==> config.mk <==
export PLATFORM = sky130hd
export DESIGN_NAME = pcw_mod_cell
export DESIGN_NICKNAME = d
export VERILOG_FILES = /design/src/sv/packed_cosine_wave_core_assert.svh /design/src/sv/pcw_pkg.sv /design/src/sv/pcw_mod_cell.sv
export SDC_FILE = /design/constraint.sdc
export NUM_CORES = 1
export LEC_CHECK = 0
export ABC_AREA = 1
export BUFFER_PORTS_ARGS = -buffer_cell sky130_fd_sc_hd__buf_4
export CAP_MARGIN = 40
export CORE_ASPECT_RATIO = 1.5
export CORE_MARGIN = 2
export CORE_UTILIZATION = 25
export CTS_BUF_LIST = sky130_fd_sc_hd__clkbuf_8 sky130_fd_sc_hd__clkbuf_16
export DETAILED_ROUTE_END_ITERATION = 8
export SETUP_SLACK_MARGIN = 0.4
export SLEW_MARGIN = 20
export SYNTH_ARGS = -nofsm -noshare
export SYNTH_HDL_FRONTEND = slang
export SYNTH_SLANG_ARGS = --single-unit
==> constraint.sdc <==
create_clock -name clk -period 1.7 [get_ports clk]
set_input_delay 0.17 -clock clk [delete_from_list [all_inputs] [get_ports clk]]
set_output_delay 0.17 -clock clk [all_outputs]
set_load 0.03 [all_outputs]
==> src/sv/packed_cosine_wave_core_assert.svh <==
// ----------------------------------------------------------------------------
// packed cosine wave assertion macros
// shared concurrent assertion forms used by the core
// ----------------------------------------------------------------------------
`ifndef PACKED_COSINE_WAVE_CORE_ASSERT_SVH
`define PACKED_COSINE_WAVE_CORE_ASSERT_SVH

// same-cycle implication, disabled during reset
`define PCW_ASSERT_NOW(label, clk, rst_n, ante, cons, msg) \
    label: assert property (@(posedge clk) disable iff (!rst_n) (ante) |-> (cons)) \
        else $error(msg);

// next-cycle implication, disabled during reset
`define PCW_ASSERT_NEXT(label, clk, rst_n, ante, cons, msg) \
    label: assert property (@(posedge clk) disable iff (!rst_n) (ante) |=> (cons)) \
        else $error(msg);

`endif

==> src/sv/pcw_pkg.sv <==
// ----------------------------------------------------------------------------
// pcw_pkg
// shared types and constants of the packed cosine wave core
// ----------------------------------------------------------------------------
package pcw_pkg;

    localparam int MAG_W  = 55;
    localparam int RW     = 58;
    localparam int AW     = 36;
    localparam int XW     = 34;
    localparam int CFG_IW = 4;

    localparam logic [CFG_IW-1:0] REG_SCALE = 4'd0;
    localparam logic [CFG_IW-1:0] REG_MODE  = 4'd1;

    localparam logic [2:0] PACK_ABS   = 3'd0;
    localparam logic [2:0] PACK_TRUNC = 3'd1;
    localparam logic [2:0] PACK_SCALE = 3'd2;
    localparam logic [2:0] PACK_SLOPE = 3'd3;

    localparam logic [63:0] PI_Q60     = 64'h3243F6A8885A308D;
    localparam logic [63:0] TWO_PI_Q60 = 64'h6487ED5110B4611A;

    function automatic logic [63:0] round_shr(input logic [63:0] v, input int s);
        logic [63:0] half;
        half = 64'd1 << (s - 1);
        return (v + half) >> s;
    endfunction

    localparam logic signed [AW-1:0] PI30   = AW'(round_shr(PI_Q60, 30));
    localparam logic signed [AW-1:0] HALF30 = AW'(round_shr(PI_Q60, 31));
    localparam logic signed [AW-1:0] TWO30  = AW'(round_shr(TWO_PI_Q60, 30));

    localparam logic signed [XW-1:0] GAIN_Q30 = 34'sd652032874;

    localparam logic [29:0] ATAN_Q30 [24] = '{
        30'd843314857, 30'd497837829, 30'd263043837, 30'd133525159,
        30'd67021687,  30'd33543516,  30'd16775851,  30'd8388437,
        30'd4194283,   30'd2097149,   30'd1048576,   30'd524288,
        30'd262144,    30'd131072,    30'd65536,     30'd32768,
        30'd16384,     30'd8192,      30'd4096,      30'd2048,
        30'd1024,      30'd512,       30'd256,       30'd128
    };

    typedef struct packed {
        logic en;
        logic sel_pi;
    } ctl_t;

endpackage

==> src/sv/pcw_mod_cell.sv <==
// ----------------------------------------------------------------------------
// pcw_mod_cell
// one step of the phase reduction: subtracts a shifted modulus when it fits
// ----------------------------------------------------------------------------
module pcw_mod_cell #(
    parameter logic [63:0] MOD_2PI = 64'd1,
    parameter logic [63:0] MOD_PI  = 64'd1,
    parameter int          SHIFT   = 0
) (
    input  logic                      clk,
    input  logic                      rst_n,
    input  pcw_pkg::ctl_t             ctl,
    input  logic                      valid_in,
    input  logic [pcw_pkg::MAG_W-1:0] r_in,
    output logic                      valid_out,
    output logic [pcw_pkg::MAG_W-1:0] r_out
);

    localparam logic [63:0] D2PI = MOD_2PI << SHIFT;
    localparam logic [63:0] DPI  = MOD_PI << SHIFT;

    logic [pcw_pkg::RW-1:0]    d;
    logic                      valid_reg;
    logic [pcw_pkg::MAG_W-1:0] r_reg;
    logic [pcw_pkg::MAG_W-1:0] r_next;

    always_comb
    begin
        d = ctl.sel_pi ? DPI[pcw_pkg::RW-1:0] : D2PI[pcw_pkg::RW-1:0];
        if ({3'b000, r_in} >= d)
        begin
            r_next = r_in - d[pcw_pkg::MAG_W-1:0];
        end
        else
        begin
            r_next = r_in;
        end
    end

    always_ff @(posedge clk or negedge rst_n)
    begin
        if (!rst_n)
        begin
            valid_reg <= 1'b0;
        end
        else if (ctl.en)
        begin
            valid_reg <= valid_in;
        end
    end

    always_ff @(posedge clk)
    begin
        if (ctl.en)
        begin
            r_reg <= r_next;
        end
    end

    assign valid_out = valid_reg;
    assign r_out     = r_reg;

endmodule

==> results_dict.tcl <==
set metrics [dict create \
    status "finished clean" \
    cts_tree "yes" \
    cp.required_ns 1.76 \
    syn_nets 623 \
    grt_pass1_vias 3932 \
    p_int_uw 2669 \
    final_nets 846 \
    power_switching_uw 1192 \
    dieArea_um2 16910 \
    p_sw_frac 0.3088 \
    fin_crit_ns 1.382 \
    dpl.hpwl_um 11220 \
    async_flop_share 0.01786 \
    synth_top_flop_cell "edfxtp_1" \
    hold_depth 2 \
    powerDensity_nw_per_um2 540.9 \
    peakVddDrop_mv 0.4133 \
    num_rows 56 \
    grt_max_degree 26 \
    synth_area_um2 3966 \
    first_iter_violations 129 \
    hold_path.startpoint "valid_in" \
    cpPeakStageDelay_ns 0.21 \
    cts.clk_slew.worst_paths_ns 0.08 \
    portBuffers 114 \
    n_antenna_cell 0 \
    startpoint_type "primary input" \
    fin_setup_tns_ns 0 \
    cts_buffers 5 \
    synth-seq-cells 56 \
    p_seq_frac 0.433 \
    yosysSeqAreaShare 0.4227 \
    cts_buffer_depth 2 \
    drc_errors 0 \
    slew_viol_final 0 \
    grt_pass1_wl_um 20100 \
    path_cells "buf_8, nor2_4, nand2_2, nor2_4, nand3_2, inv_2, nand2_4, a21oi_4, buf_12, clkbuf_16, nor2_2" \
    pwr-share-clk 0.279 \
    cp.buffers_inverters 4 \
    die_width_um 106.8 \
    drt_wl_total_um 14710 \
    finalSetupViolations 0 \
    detail_route.wl_per_cell_um 14.89 \
    relSlewSlack 0.8055 \
    core_um2 15550 \
    io_pins 116 \
    grt_overflow 0 \
    cp_max_fo 6 \
    avgSynthCellArea_um2 7.070 \
    reg2reg_depth 1 \
    syn-instance-count 561 \
    final_hold_viol_count 0 \
    ctsRootBufferMaster "clkbuf_16" \
    drive_above_1_share 0.5949 \
    tightest_slew_ns 0.2897 \
    path_delay_family "simple AND/OR/NAND/NOR gates" \
    drtAntennaViolNets 0 \
    p_leak_uw 0.003002 \
    crit_path_top_delay_cell "nor2_4" \
    ys_types 20 \
    ys_warn_count 0 \
    antenna_found_initial 0 \
    vias 4266 \
    area_growth_pct 80.00 \
    die_h_um 158.3 \
    fin_skew_ns 0 \
    synth_edf_count 55 \
    max_freq_ghz 0.7237 \
    insertion_delay_ns 0.30 \
    globalplace.congestion 0.9017 \
    r2r-end "valid_out$_DFFE_PN0P_" \
    reg2reg_setup_slack_ns 0.96 \
    routed_via_density 4.318 \
    path_common_cell "nor2_4" \
    path_class "in -> reg" \
    worst_slack_ns 0.3181 \
    placed_area_um2 5675 \
    fin_crit_sh 0.8129 \
    cp_data_arrival_time_ns 1.45 \
    start_util 0.2550 \
    clkSinkCount 56 \
    r2r-start "valid_out$_DFFE_PN0P_" \
    rsz0062_at_grt "true" \
    end_kind "register" \
    drtPass1Iterations 4 \
    max_cap_violations 0 \
    final_area_um2 7139 \
    min_path_type "in -> reg" \
    grt_use_total 0.1583 \
    combPwrFrac 0.288 \
    dp_slack_ns 0.005488 \
    h-tree-depth 2 \
    worstHoldEndpoint "valid_out$_DFFE_PN0P_" \
]
[cells in the mapped netlist, types with 2 or more instances]
library cell | number | area [um^2]
xnor2_1 | 27 | 236.5
ha_1 | 2 | 25.02
nand3b_1 | 6 | 45.04
nand3_1 | 21 | 105.1
o21ai_0 | 2 | 10.01
and2_1 | 3 | 18.77
nand2_2 | 4 | 25.02
nor2_4 | 5 | 56.30
xor2_1 | 3 | 26.28
buf_6 | 5 | 56.30
edfxtp_1 | 55 | 1652
inv_1 | 78 | 292.8
nor2_2 | 22 | 137.6
nand2_1 | 184 | 690.7
nor2_1 | 139 | 521.8
[power by group through the flow]
| stage | registers [uW] | clock network [uW] | logic (uW) |
|---|---|---|---|
| 6_report | 1670 | 1080 | 1110 |
| 5_1_grt | 1680 | 1150 | 1180 |
| 4_1_cts | 1680 | 1110 | 930 |
| 3_5_place_dp | 1710 | 0 | 911 |
| 3_3_place_gp | 1710 | 0 | 905 |
| 2_1_floorplan | 1930 | 0 | 210 |
[logic make-up after synthesis]
family | after synthesis | synth area share
buf+inv | 83 | 0.08801
flops | 56 | 0.4227
simple gates | 386 | 0.4073
mux | 1 | 0.002839
fa+ha+maj | 2 | 0.006308
compound gates | 3 | 0.006626
xor+xnor | 30 | 0.06625
[final cells by class]
class                      instances  area, um^2
sequential                        56        1677
timing repair buffer             221        1918
clock buffer                       5       125.1
inverter                          78       295.3
tap                              203       254.0
multi-input combinational        422        2848
clock inverter                     3       22.52
fill                            1544        8416
[per-layer routing]
| layer | track usage | up-vias | wire length, um |
|---|---|---|---|
| li1 | - | 2164 | - |
| met1 | 0.1629 | 1971 | 5288 |
| met2 | 0.3160 | 99 | 8277 |
| met3 | 0.01883 | 32 | 510 |
| met4 | 0.06741 | 0 | 631 |
| met5 | 0 | - | 0 |
[sequential cells by signal, summed over array words and instances, names as in the netlist]
| name | count |
|---|---|
| valid_out | 1 |
| r_out | 55 |
[timing repair]
item / CTS / global route
hold buffers: 1 / 0
gates resized for setup: 31 / 260
endpoints found under the setup margin: 55 / 55
endpoints found under the hold margin: 1 / 0
cloned: 0 / 5
buffers inserted: 1 / 35
pin swaps: 3 / 61
[through the flow]
step,instances,power (uW),utilization,hold WS (ns)
after floorplan,561,2142,-,-0.1256
after global placement,938,2611,0.3649,-0.05480
after detailed placement,938,2616,0.3649,-0.05258
after CTS,948,3715,0.3814,0.09916
after global routing,988,4016,0.4590,0.09958
final,988,3862,0.4590,0.1004
[how the worst max path moves through the flow]
stage                     startpoint                   to  slack (ns)  depth (start not counted)
final                        r_in[4]   r_out[2]$_DFFE_PP_        0.32                         11
after global routing         r_in[4]  r_out[21]$_DFFE_PP_        0.28                         11
after CTS                    r_in[0]   r_out[1]$_DFFE_PP_        0.35                         11
after detailed placement    r_in[40]  r_out[42]$_DFFE_PP_       0.005                         12
after global placement      r_in[10]  r_out[30]$_DFFE_PP_      -0.007                          8
after floorplan              r_in[6]   r_out[7]$_DFFE_PP_        0.34                          9
[placed cells by master (no fill, tap or decap), types with 2 or more instances in the layout]
master | netlist | routed
nand3_2 | 1 | 3
nand3_1 | 21 | 19
clkbuf_16 | 0 | 9
nor2_1 | 139 | 34
nand2_2 | 4 | 56
nor2_4 | 5 | 68
buf_6 | 5 | 29
inv_2 | 0 | 22
buf_8 | 0 | 2
nand3b_1 | 6 | 6
buf_4 | 0 | 180
nand2_4 | 0 | 19
and2_1 | 3 | 3
buf_12 | 0 | 5
nor2_2 | 22 | 64
edfxtp_1 | 55 | 55
inv_1 | 78 | 55
ha_4 | 0 | 2
xnor2_1 | 27 | 27
nand2_1 | 184 | 112
xor2_1 | 3 | 3
(Power assumes the default switching activity.)
