--- src/sv/packed_cosine_wave_core_assert.svh ---
// ----------------------------------------------------------------------------
// packed cosine wave assertion macros
// shared concurrent assertion forms used by the core
// ----------------------------------------------------------------------------
`ifndef PACKED_COSINE_WAVE_CORE_ASSERT_SVH
`define PACKED_COSINE_WAVE_CORE_ASSERT_SVH

// same-cycle implication, disabled during reset
`define PCW_ASSERT_NOW(label, clk, rst_n, ante, cons, msg) \
    label: assert property (@(posedge clk) disable iff (!rst_n) (ante) |-> (cons)) \
        else $error(msg);

// next-cycle implication, disabled during reset
`define PCW_ASSERT_NEXT(label, clk, rst_n, ante, cons, msg) \
    label: assert property (@(posedge clk) disable iff (!rst_n) (ante) |=> (cons)) \
        else $error(msg);

`endif

--- src/sv/pcw_pkg.sv ---
// ----------------------------------------------------------------------------
// pcw_pkg
// shared types and constants of the packed cosine wave core
// ----------------------------------------------------------------------------
package pcw_pkg;

    localparam int MAG_W  = 55;
    localparam int RW     = 58;
    localparam int AW     = 36;
    localparam int XW     = 34;
    localparam int CFG_IW = 4;

    localparam logic [CFG_IW-1:0] REG_SCALE = 4'd0;
    localparam logic [CFG_IW-1:0] REG_MODE  = 4'd1;

    localparam logic [2:0] PACK_ABS   = 3'd0;
    localparam logic [2:0] PACK_TRUNC = 3'd1;
    localparam logic [2:0] PACK_SCALE = 3'd2;
    localparam logic [2:0] PACK_SLOPE = 3'd3;

    localparam logic [63:0] PI_Q60     = 64'h3243F6A8885A308D;
    localparam logic [63:0] TWO_PI_Q60 = 64'h6487ED5110B4611A;

    function automatic logic [63:0] round_shr(input logic [63:0] v, input int s);
        logic [63:0] half;
        half = 64'd1 << (s - 1);
        return (v + half) >> s;
    endfunction

    localparam logic signed [AW-1:0] PI30   = AW'(round_shr(PI_Q60, 30));
    localparam logic signed [AW-1:0] HALF30 = AW'(round_shr(PI_Q60, 31));
    localparam logic signed [AW-1:0] TWO30  = AW'(round_shr(TWO_PI_Q60, 30));

    localparam logic signed [XW-1:0] GAIN_Q30 = 34'sd652032874;

    localparam logic [29:0] ATAN_Q30 [24] = '{
        30'd843314857, 30'd497837829, 30'd263043837, 30'd133525159,
        30'd67021687,  30'd33543516,  30'd16775851,  30'd8388437,
        30'd4194283,   30'd2097149,   30'd1048576,   30'd524288,
        30'd262144,    30'd131072,    30'd65536,     30'd32768,
        30'd16384,     30'd8192,      30'd4096,      30'd2048,
        30'd1024,      30'd512,       30'd256,       30'd128
    };

    typedef struct packed {
        logic en;
        logic sel_pi;
    } ctl_t;

endpackage

--- src/sv/pcw_cordic_cell.sv ---
// ----------------------------------------------------------------------------
// pcw_cordic_cell
// one rotation-mode cordic iteration with a fixed shift and angle
// ----------------------------------------------------------------------------
module pcw_cordic_cell #(
    parameter int IDX = 0
) (
    input  logic                          clk,
    input  logic                          rst_n,
    input  logic                          en,
    input  logic                          valid_in,
    input  logic                          neg_in,
    input  logic signed [pcw_pkg::XW-1:0] x_in,
    input  logic signed [pcw_pkg::XW-1:0] y_in,
    input  logic signed [pcw_pkg::XW-1:0] z_in,
    output logic                          valid_out,
    output logic                          neg_out,
    output logic signed [pcw_pkg::XW-1:0] x_out,
    output logic signed [pcw_pkg::XW-1:0] y_out,
    output logic signed [pcw_pkg::XW-1:0] z_out
);

    localparam logic signed [pcw_pkg::XW-1:0] ANG = {4'b0000, pcw_pkg::ATAN_Q30[IDX]};

    logic signed [pcw_pkg::XW-1:0] xs;
    logic signed [pcw_pkg::XW-1:0] ys;
    logic signed [pcw_pkg::XW-1:0] x_next;
    logic signed [pcw_pkg::XW-1:0] y_next;
    logic signed [pcw_pkg::XW-1:0] z_next;
    logic signed [pcw_pkg::XW-1:0] x_reg;
    logic signed [pcw_pkg::XW-1:0] y_reg;
    logic signed [pcw_pkg::XW-1:0] z_reg;
    logic                          neg_reg;
    logic                          valid_reg;

    always_comb
    begin
        xs = x_in >>> IDX;
        ys = y_in >>> IDX;
        if (z_in >= 0)
        begin
            x_next = x_in - ys;
            y_next = y_in + xs;
            z_next = z_in - ANG;
        end
        else
        begin
            x_next = x_in + ys;
            y_next = y_in - xs;
            z_next = z_in + ANG;
        end
    end

    always_ff @(posedge clk or negedge rst_n)
    begin
        if (!rst_n)
        begin
            valid_reg <= 1'b0;
        end
        else if (en)
        begin
            valid_reg <= valid_in;
        end
    end

    always_ff @(posedge clk)
    begin
        if (en)
        begin
            x_reg   <= x_next;
            y_reg   <= y_next;
            z_reg   <= z_next;
            neg_reg <= neg_in;
        end
    end

    assign valid_out = valid_reg;
    assign neg_out   = neg_reg;
    assign x_out     = x_reg;
    assign y_out     = y_reg;
    assign z_out     = z_reg;

endmodule

--- config.mk ---
export PLATFORM = sky130hd
export DESIGN_NAME = pcw_cordic_cell
export DESIGN_NICKNAME = d
export VERILOG_FILES = /design/src/sv/packed_cosine_wave_core_assert.svh /design/src/sv/pcw_pkg.sv /design/src/sv/pcw_cordic_cell.sv
export SDC_FILE = /design/constraint.sdc
export NUM_CORES = 1
export LEC_CHECK = 0
export BUFFER_PORTS_ARGS = -buffer_cell sky130_fd_sc_hd__buf_2
export CORE_AREA = 2 2 168 137
export DETAILED_ROUTE_END_ITERATION = 16
export DIE_AREA = 0 0 170 139
export GPL_TIMING_DRIVEN = 1
export PLACE_DENSITY = 0.75
export SYNTH_ARGS = -nofsm -noshare
export SYNTH_HDL_FRONTEND = slang
export SYNTH_SLANG_ARGS = --single-unit
--- constraint.sdc ---
create_clock -name clk -period 1.9 [get_ports clk]
set_input_delay 0.19 -clock clk [delete_from_list [all_inputs] [get_ports clk]]
set_output_delay 0.19 -clock clk [all_outputs]
set_load 0.02 [all_outputs]
==> impl_metrics.tcl, run 1 <==
set metrics [dict create \
    cts-root-buf "clkbuf_16" \
    arrival_ns 3.42 \
    dp_cells 2118 \
    stdcell_count 2210 \
    drv_cap 0 \
    slew_violations 0 \
    path_max_fanout 6 \
    rsz0062_at_grt "true" \
    synth_edf_count 102 \
    cts.sinks 103 \
    grtUsageTotal 0.348 \
    crit_top_cell "a21o_1" \
    dr.pass1.iters 9 \
    diodes 0 \
    worstMarginPinSlew_ns 0.688 \
    reg2regPathDepth 1 \
    slew-limit-headroom 0.537 \
    fp-row-count 49 \
    dpl.hpwl_mm 32.2 \
    holdPathEnd "valid_out$_DFFE_PN0P_" \
    grt_antenna_before_repair 1 \
    finalHoldViolCount 0 \
    ys_ff_latch 103 \
    synth_warnings 0 \
    slowest_stage "or4_4" \
    post_drt_wl_per_cell_um 21.8 \
    core_sq_um 22100 \
    drt-total-wl_mm 48.2 \
    crit_path_cell_trace "buf_6 > or4_4 > nor4_1 > and4_1 > nand2b_4 > buf_12 > ha_4 > nor2b_4 > o21ai_1 > nand2b_1 > a21oi_2 > o21ai_2 > a21o_1 > a21o_1 > a2111oi_2 > nor2_1" \
    fin_ws_ns -1.41 \
    port_buffers 210 \
    start_util 0.490 \
    skew_ns 0 \
    cp-start-kind "primary input" \
    clk_pin_slew_ns 0.08 \
    peakVddDrop_v 0.000543 \
    max_stage_delay_ns 0.53 \
    nFillCells 1172 \
    min_period_ns 3.31 \
    r2r_slack_ns 1.15 \
    critPathLaunch "z_in[8]" \
    drc 0 \
    multi_input_area_sq_um 9150 \
    setup_viol 99 \
    drtIter0Drc 1927 \
    switching_share 0.404 \
    seqPwrFrac 0.271 \
    power.internal_uw 6910 \
    design_power_total_uw 11600 \
    layout-area-overhead-vs-synth_pct 74.4 \
    grt_pass1_wl_mm 64.8 \
    die_h_um 139 \
    overflow 0 \
    ant_nets 0 \
    syn_area_per_cell_sq_um 8.72 \
    min_delay_path_depth 2 \
    viasPerCell 6.17 \
    synthTopCellsByArea "edfxtp_1 28%, ha_1 15%, xnor2_1 6.3%" \
    wl_met3_mm 4.93 \
    synth_area_sq_um 10800 \
    nNetsFinal 2168 \
    synth.largest_area_cell "edfxtp_1" \
    cts_made_buffers 9 \
    ys.flop_type "edfxtp_1" \
    wl_met1_mm 18.2 \
    dieWidth_um 170 \
    min_from "valid_in" \
    synth_commonest_cells "133 x a21oi_1, 132 x ha_1, 107 x inv_1, 102 x edfxtp_1, 96 x nor2_1" \
    syn-num-nets 1482 \
    grt_start_max_net_pins 36 \
    syn_inst 1239 \
    synth_cell_types 86 \
    insertion_delay_ns 0.36 \
    yosysMostFrequentCell "a21oi_1" \
    cpLargestDelayFamily "simple AND/OR/NAND/NOR gates" \
    crit_buf_inv 2 \
    p_comb_frac 0.562 \
    p_leak_uw 0.00841 \
    r2r_end "valid_out$_DFFE_PN0P_" \
    htreeDepth 3 \
    vias 13641 \
    seq_area_frac_synth 0.286 \
    gp_congestion 0.973 \
    maxUsedRoutingLayer "met4" \
    max_freq_mhz 302 \
    synthArstFlopShare 0.00971 \
    path_class "in2reg" \
    utilization 0.854 \
    status "finished with violations" \
    cp.required_ns 2.01 \
    dr_wl_met2_mm 22.0 \
    synth_top_area_frac 0.283 \
    end_kind "flip-flop" \
    clockBufferDepth 2 \
    cts_tree "done" \
    rr_startpoint "valid_out$_DFFE_PN0P_" \
    pwr-share-clk 0.167 \
    switchingPower_uw 4680 \
    period_share 1.74 \
    seq_area_sq_um 3090 \
    hold_path_class "in2reg" \
    power.density_nw_per_um2 616 \
    pin_count 211 \
    dieArea_sq_um 23600 \
    violations "negative setup slack" \
    grt_pass1_vias 12405 \
    tns_ns -72.15 \
    drive_gt1_frac 0.546 \
]
## how the worst max path moves through the flow
stage,slack [ns],endpoint,depth (start not counted)
finish,-1.41,z_out[16]$_DFFE_PP_,16
detailed placement,-1.95,z_out[23]$_DFFE_PP_,19
CTS,-1.28,z_out[16]$_DFFE_PP_,16
global route,-1.53,z_out[32]$_DFFE_PP_,18
global placement,-1.89,z_out[23]$_DFFE_PP_,19
floorplan,-1.59,z_out[30]$_DFFE_PP_,17
## flip-flops by register name (all words and copies together), names as in the netlist
signal	count
valid_out	1
y_out	33
z_out	34
neg_out	1
x_out	34
## metrics by stage
stage | setup WS, ns | instance area, sq um | hold WS [ns]
floorplan | -1.59 | 11800 | -0.106
global placement | -1.89 | 16200 | -0.0235
detailed placement | -1.95 | 16200 | -0.0219
CTS | -1.28 | 17800 | 0.0656
global route | -1.53 | 18800 | 0.0749
finish | -1.41 | 18800 | 0.0772
## what timing repair did
item / in CTS / in global routing
hold buffers: 2 / 0
gates cloned: 1 / 3
hold endpoints to repair: 2 / 0
pin swaps: 86 / 93
endpoints found under the setup margin: 99 / 97
gates resized for setup: 204 / 169
buffers inserted: 39 / 41
## power groups by stage
stage                     Clock, uW  Combinational (uW)  Sequential (uW)
after floorplan                   0                2430             3660
after global placement            0                5100             3180
after detailed placement          0                5210             3190
after CTS                      1920                5700             3140
after global routing           2010                6790             3170
final                          1930                6520             3150
## per-layer routing
metal | vias up | track usage
li1 | 5931 | -
met2 | 1076 | 0.580
met5 | - | 0
met3 | 308 | 0.0499
met1 | 6326 | 0.463
met4 | 0 | 0.118
## layout by cell type (no fill, tap or decap), types with 11 or more instances in the layout
cell type	n
buf_4	452
buf_2	189
edfxtp_1	102
a21oi_1	89
nor2_1	87
inv_1	85
ha_1	83
xnor2_1	71
buf_6	51
nand2_1	48
ha_4	44
o21ai_0	36
a21oi_2	34
a21o_1	33
o21ai_2	29
nor3_1	22
o21ai_1	22
o21bai_1	19
buf_12	16
nand3_1	15
nand4_1	14
nor4_1	13
o21a_1	13
o211ai_1	13
clkbuf_16	11
## area by class of cell
class                           count  share of cell area
Multi-Input combinational cell    978               0.485
Timing Repair Buffer              722               0.290
Sequential cell                   103               0.164
Inverter                          111              0.0273
Tap cell                          280              0.0186
Clock buffer                        9              0.0120
Clock inverter                      7             0.00332
## cell families (layout without fill, tap and decap cells)
kind of cell | count (synthesis) | after routing | synth area share
AOI/OAI and AO/OA | 420 | 420 | 0.251
adders and majority gates | 136 | 136 | 0.160
buffers and inverters | 158 | 849 | 0.0617
DFF | 103 | 103 | 0.286
and+or+nand+nor | 312 | 312 | 0.150
muxes | 16 | 16 | 0.0149
xor gates and xnor gates | 94 | 94 | 0.0762
No activity file was read; power rests on OpenSTA's default activity.
==> run 2: changes to the inputs <==
--- a/config.mk
+++ b/config.mk
@@ -6,9 +6,10 @@
 export NUM_CORES = 1
 export LEC_CHECK = 0
 export BUFFER_PORTS_ARGS = -buffer_cell sky130_fd_sc_hd__buf_2
-export CORE_AREA = 2 2 168 137
+export CAP_MARGIN = 20
+export CORE_AREA = 8 8 174 143
 export DETAILED_ROUTE_END_ITERATION = 16
-export DIE_AREA = 0 0 170 139
+export DIE_AREA = 0 0 182 151
 export GPL_TIMING_DRIVEN = 1
 export PLACE_DENSITY = 0.75
 export SYNTH_ARGS = -nofsm -noshare
==> impl_metrics.tcl, run 2 (synthesis results as in run 1) <==
set metrics [dict create \
    status "finished with violations" \
    violations "negative setup slack" \
    nNetsFinal 2146 \
    dieArea_sq_um 27500 \
    layout-area-overhead-vs-synth_pct 72.6 \
    power.internal_uw 7140 \
    clk_pin_slew_ns 0.09 \
    die_h_um 151 \
    p_leak_uw 0.00830 \
    cp-start-kind "primary input" \
    dpl.hpwl_mm 33.8 \
    port_buffers 210 \
    hold_path_class "in2reg" \
    stdcell_count 2188 \
    utilization 0.845 \
    period_share 1.78 \
    drive_gt1_frac 0.538 \
    drc 0 \
    overflow 0 \
    cts_tree "done" \
    power.density_nw_per_um2 633 \
    post_drt_wl_per_cell_um 22.0 \
    skew_ns 0 \
    path_max_fanout 15 \
    min_period_ns 3.39 \
    drv_cap 0 \
    fin_ws_ns -1.49 \
    diodes 0 \
    peakVddDrop_v 0.000562 \
    grt_pass1_vias 13046 \
    ant_nets 0 \
    slowest_stage "fa_2" \
    end_kind "flip-flop" \
    final_cell_mix "431 x buf_4, 186 x buf_2, 102 x edfxtp_1, 86 x nor2_1, 86 x ha_1" \
    nFillCells 1227 \
    path_class "in2reg" \
    seqPwrFrac 0.267 \
    cts.sinks 103 \
    design_power_total_uw 11800 \
    start_util 0.490 \
    setup_viol 99 \
    gp_congestion 0.979 \
    dp_cells 2109 \
    finalHoldViolCount 0 \
    cts-root-buf "clkbuf_16" \
    grtUsageTotal 0.321 \
    crit_top_cell "a21oi_2" \
    core_sq_um 22100 \
    grt_start_max_net_pins 65 \
    insertion_delay_ns 0.37 \
    pwr-share-clk 0.191 \
    grt_pass1_wl_mm 70.4 \
    arrival_ns 3.53 \
    htreeDepth 3 \
    cp.required_ns 2.04 \
    cts_made_buffers 9 \
    clockBufferDepth 2 \
    drt-total-wl_mm 48.0 \
    pin_count 211 \
    dr.pass1.iters 6 \
    switching_share 0.395 \
    holdWs_ns 0.0423 \
    slew_violations 0 \
    grt_antenna_before_repair 0 \
    viasPerCell 6.06 \
    max_freq_mhz 295 \
    vias 13259 \
    switchingPower_uw 4660 \
    rsz0062_at_grt "true" \
    fp-row-count 49 \
    drtIter0Drc 1374 \
    crit_path_cell_trace "buf_8 > inv_4 > ha_4 > nor4b_4 > nand4_1 > nor4_2 > and4_1 > nand2b_4 > inv_12 > fa_2 > nor2b_4 > o21ai_1 > nand2b_1 > a21oi_2 > o21ai_4 > buf_6 > a31oi_4 > o21bai_1 > a21oi_2 > xnor2_1" \
    max_stage_delay_ns 0.41 \
    dieWidth_um 182 \
    slew-limit-headroom 0.678 \
    mostFrequentLayoutCell "buf_4" \
    p_comb_frac 0.542 \
    worstMarginPinSlew_ns 0.477 \
]
## run 2: stage by stage
step	setup slack, ns	TNS (ns)	instance area (sq um)
after floorplan	-1.59	-61.63	11800
after global placement	-2.02	-118.19	16100
after detailed placement	-2.20	-128.91	16100
after CTS	-1.24	-58.72	17900
after global routing	-1.60	-78.26	18600
final	-1.49	-70.40	18600
## run 2: worst max-delay path: cells and delay by family
family | cells | cell delay [ns]
compound gates | 6 | 0.97
xor+xnor | 1 | 0.13
fa+ha+maj | 2 | 0.54
buf+inv | 4 | 0.38
simple gates | 7 | 1.29
## run 2: worst paths after layout
path	cells after the start	endpoint	slack (ns)	start
max	20	z_out[26]$_DFFE_PP_	-1.49	z_in[32]
min	2	valid_out$_DFFE_PN0P_	0.04	valid_in
max reg2reg	1	valid_out$_DFFE_PN0P_	1.16	valid_out$_DFFE_PN0P_
min reg2reg	1	valid_out$_DFFE_PN0P_	0.51	valid_out$_DFFE_PN0P_
max in group asynchronous	2	valid_out$_DFFE_PN0P_	1.70	rst_n
min in group asynchronous	2	valid_out$_DFFE_PN0P_	0.12	rst_n
## run 2: area by class of cell
cell class	instances	area [sq um]	share of cell area
clock inverters	7	115	0.00617
well taps	280	350	0.0188
flip-flops and latches	103	3090	0.166
repair buffers	700	5260	0.282
multi-input cells	978	9090	0.488
clock buffers	9	225	0.0121
inverters	111	515	0.0276
## run 2: routing by layer
metal | track usage | wire length, um | share of wire
met5 | 0 | 0 | 0
met4 | 0.129 | 2110 | 0.044
met3 | 0.0563 | 4230 | 0.088
met2 | 0.533 | 22400 | 0.47
met1 | 0.411 | 19300 | 0.40
## run 2: timing repair
action,4_1_cts,5_1_grt
setup buffers,43,27
setup endpoints to repair,99,98
resized for setup,229,131
hold buffers,1,1
cloned,3,1
pin swaps,120,53
endpoints found under the hold margin,1,1
## run 2: power groups by stage
stage	clock network (uW)	registers, uW	logic [uW]
5_1_grt	2340	3180	6710
3_5_place_dp	0	3200	5230
4_1_cts	2230	3140	5800
3_3_place_gp	0	3190	5120
6_report	2260	3150	6390
2_1_floorplan	0	3660	2430
==> run 3: changes to the inputs <==
--- a/config.mk
+++ b/config.mk
@@ -12,6 +12,7 @@
 export DIE_AREA = 0 0 182 151
 export GPL_TIMING_DRIVEN = 1
 export PLACE_DENSITY = 0.75
+export SKIP_LAST_GASP = 1
 export SYNTH_ARGS = -nofsm -noshare
 export SYNTH_HDL_FRONTEND = slang
 export SYNTH_SLANG_ARGS = --single-unit
==> impl_metrics.tcl, run 3 (synthesis results as in run 1) <==
set metrics [dict create \
    start_util 0.490 \
    slew_violations 0 \
    crit_path_cell_trace "buf_8 > inv_4 > ha_4 > nor4b_4 > nand4_1 > nor4_2 > and4_1 > nand2b_4 > inv_12 > fa_2 > nor2b_4 > o21ai_1 > nand2b_1 > a21oi_2 > o21ai_4 > buf_6 > a31oi_4 > o21bai_1 > a21oi_1 > xnor2_1" \
    max_freq_mhz 303 \
    dieArea_sq_um 27500 \
    setup_viol 99 \
    dr.pass1.iters 8 \
    ant_nets 0 \
    diodes 0 \
    cp-start-kind "primary input" \
    drv_cap 0 \
    violations "negative setup slack" \
    slew-limit-headroom 0.643 \
    clockBufferDepth 2 \
    end_kind "flip-flop" \
    gp_congestion 0.979 \
    htreeDepth 3 \
    p_leak_uw 0.00836 \
    grtUsageTotal 0.318 \
    grt_pass1_vias 13038 \
    vias 13475 \
    r2r_end "valid_out$_DFFE_PN0P_" \
    core_sq_um 22100 \
    overflow 0 \
    drtIter0Drc 1741 \
    viasPerCell 6.11 \
    fp-row-count 49 \
    clk_pin_slew_ns 0.09 \
    drive_gt1_frac 0.543 \
    path_max_fanout 15 \
    power.density_nw_per_um2 635 \
    r2r_slack_ns 1.16 \
    tns_ns -70.07 \
    arrival_ns 3.43 \
    skew_ns 0 \
    grt_start_max_net_pins 65 \
    pre_cts_ws_ns -2.20 \
    final_cell_mix "454 x buf_4, 190 x buf_2, 102 x edfxtp_1, 87 x ha_1, 85 x inv_1" \
    grt_antenna_before_repair 0 \
    cpLargestDelayFamily "simple AND/OR/NAND/NOR gates" \
    port_buffers 210 \
    dieWidth_um 182 \
    min_from "valid_in" \
    design_power_total_uw 11900 \
    drt-total-wl_mm 49.5 \
    dpl.hpwl_mm 33.8 \
    worstMarginPinSlew_ns 0.531 \
    hold_path_class "in2reg" \
    finalHoldViolCount 0 \
    min_delay_path_depth 2 \
    reg2regPathDepth 1 \
    cts_made_buffers 9 \
    die_h_um 151 \
    layout-area-overhead-vs-synth_pct 73.6 \
    mostFrequentLayoutCell "buf_4" \
    cp.required_ns 2.02 \
    slowest_stage "fa_2" \
    rr_startpoint "valid_out$_DFFE_PN0P_" \
    peakVddDrop_v 0.000504 \
    status "finished with violations" \
    cts_tree "done" \
    nNetsFinal 2163 \
    insertion_delay_ns 0.37 \
    fin_ws_ns -1.40 \
    holdPathEnd "valid_out$_DFFE_PN0P_" \
    cts.sinks 103 \
    drc 0 \
    path_class "in2reg" \
    cts-root-buf "clkbuf_16" \
    grt_pass1_wl_mm 70.0 \
    post_drt_wl_per_cell_um 22.5 \
    rsz0062_at_grt "true" \
    min_period_ns 3.30 \
    max_stage_delay_ns 0.39 \
    period_share 1.74 \
    crit_buf_inv 4 \
    pin_count 211 \
]
run 3: cell count changes in the layout (fill, tap and decap cells not counted), moves of 4 or more:
cell,change
nor2_1,-4
buf_4,+23
o21ai_1,-4
buf_6,-13
buf_2,+4
xnor2_1,+4
run 3: cell type report:
cell class | count | area, sq um
Fill cell | 1204 | 3310
Timing Repair Buffer | 717 | 5390
Sequential cell | 103 | 3090
Clock buffer | 9 | 225
Clock inverter | 7 | 115
Multi-Input combinational cell | 978 | 9090
Tap cell | 280 | 350
Inverter | 111 | 507
run 3: repair_timing:
| item | 4_1_cts | 5_1_grt |
|---|---|---|
| pin swaps | 116 | 91 |
| cloned | 3 | 2 |
| hold endpoints to repair | 1 | 1 |
| setup buffers | 43 | 43 |
| hold buffers | 1 | 1 |
| resized for setup | 210 | 146 |
| endpoints found under the setup margin | 99 | 97 |
run 3: report_power, final:
group / internal, uW / switching (uW)
clock network: 1200 / 1070
logic: 2960 / 3540
registers: 3020 / 134
run 3: how the worst max path moves through the flow:
stage                     startpoint                  end  slack (ns)  cells after the start
after floorplan              z_in[8]  z_out[30]$_DFFE_PP_       -1.59                     17
after global placement      z_in[16]  z_out[30]$_DFFE_PP_       -2.02                     17
after detailed placement    z_in[16]  z_out[16]$_DFFE_PP_       -2.20                     18
after CTS                   z_in[32]  z_out[16]$_DFFE_PP_       -1.24                     19
after global routing        z_in[32]  z_out[26]$_DFFE_PP_       -1.54                     19
final                       z_in[32]  z_out[26]$_DFFE_PP_       -1.40                     20
run 3: through the flow:
| step | hold slack, ns | instance area (sq um) | instances | util |
|---|---|---|---|---|
| detailed placement | -0.0342 | 16100 | 2109 | 0.731 |
| finish | 0.0496 | 18800 | 2205 | 0.850 |
| floorplan | -0.106 | 11800 | 1239 | - |
| global route | 0.0595 | 18800 | 2205 | 0.850 |
| CTS | 0.00201 | 17800 | 2168 | 0.805 |
| global placement | -0.0343 | 16100 | 2109 | 0.731 |
run 3: per-layer routing:
layer	share of wire	wire length, um	global-route usage
met1	0.39	19300	0.406
met2	0.45	22500	0.533
met3	0.10	5030	0.0527
met4	0.054	2690	0.127
met5	0	0	0
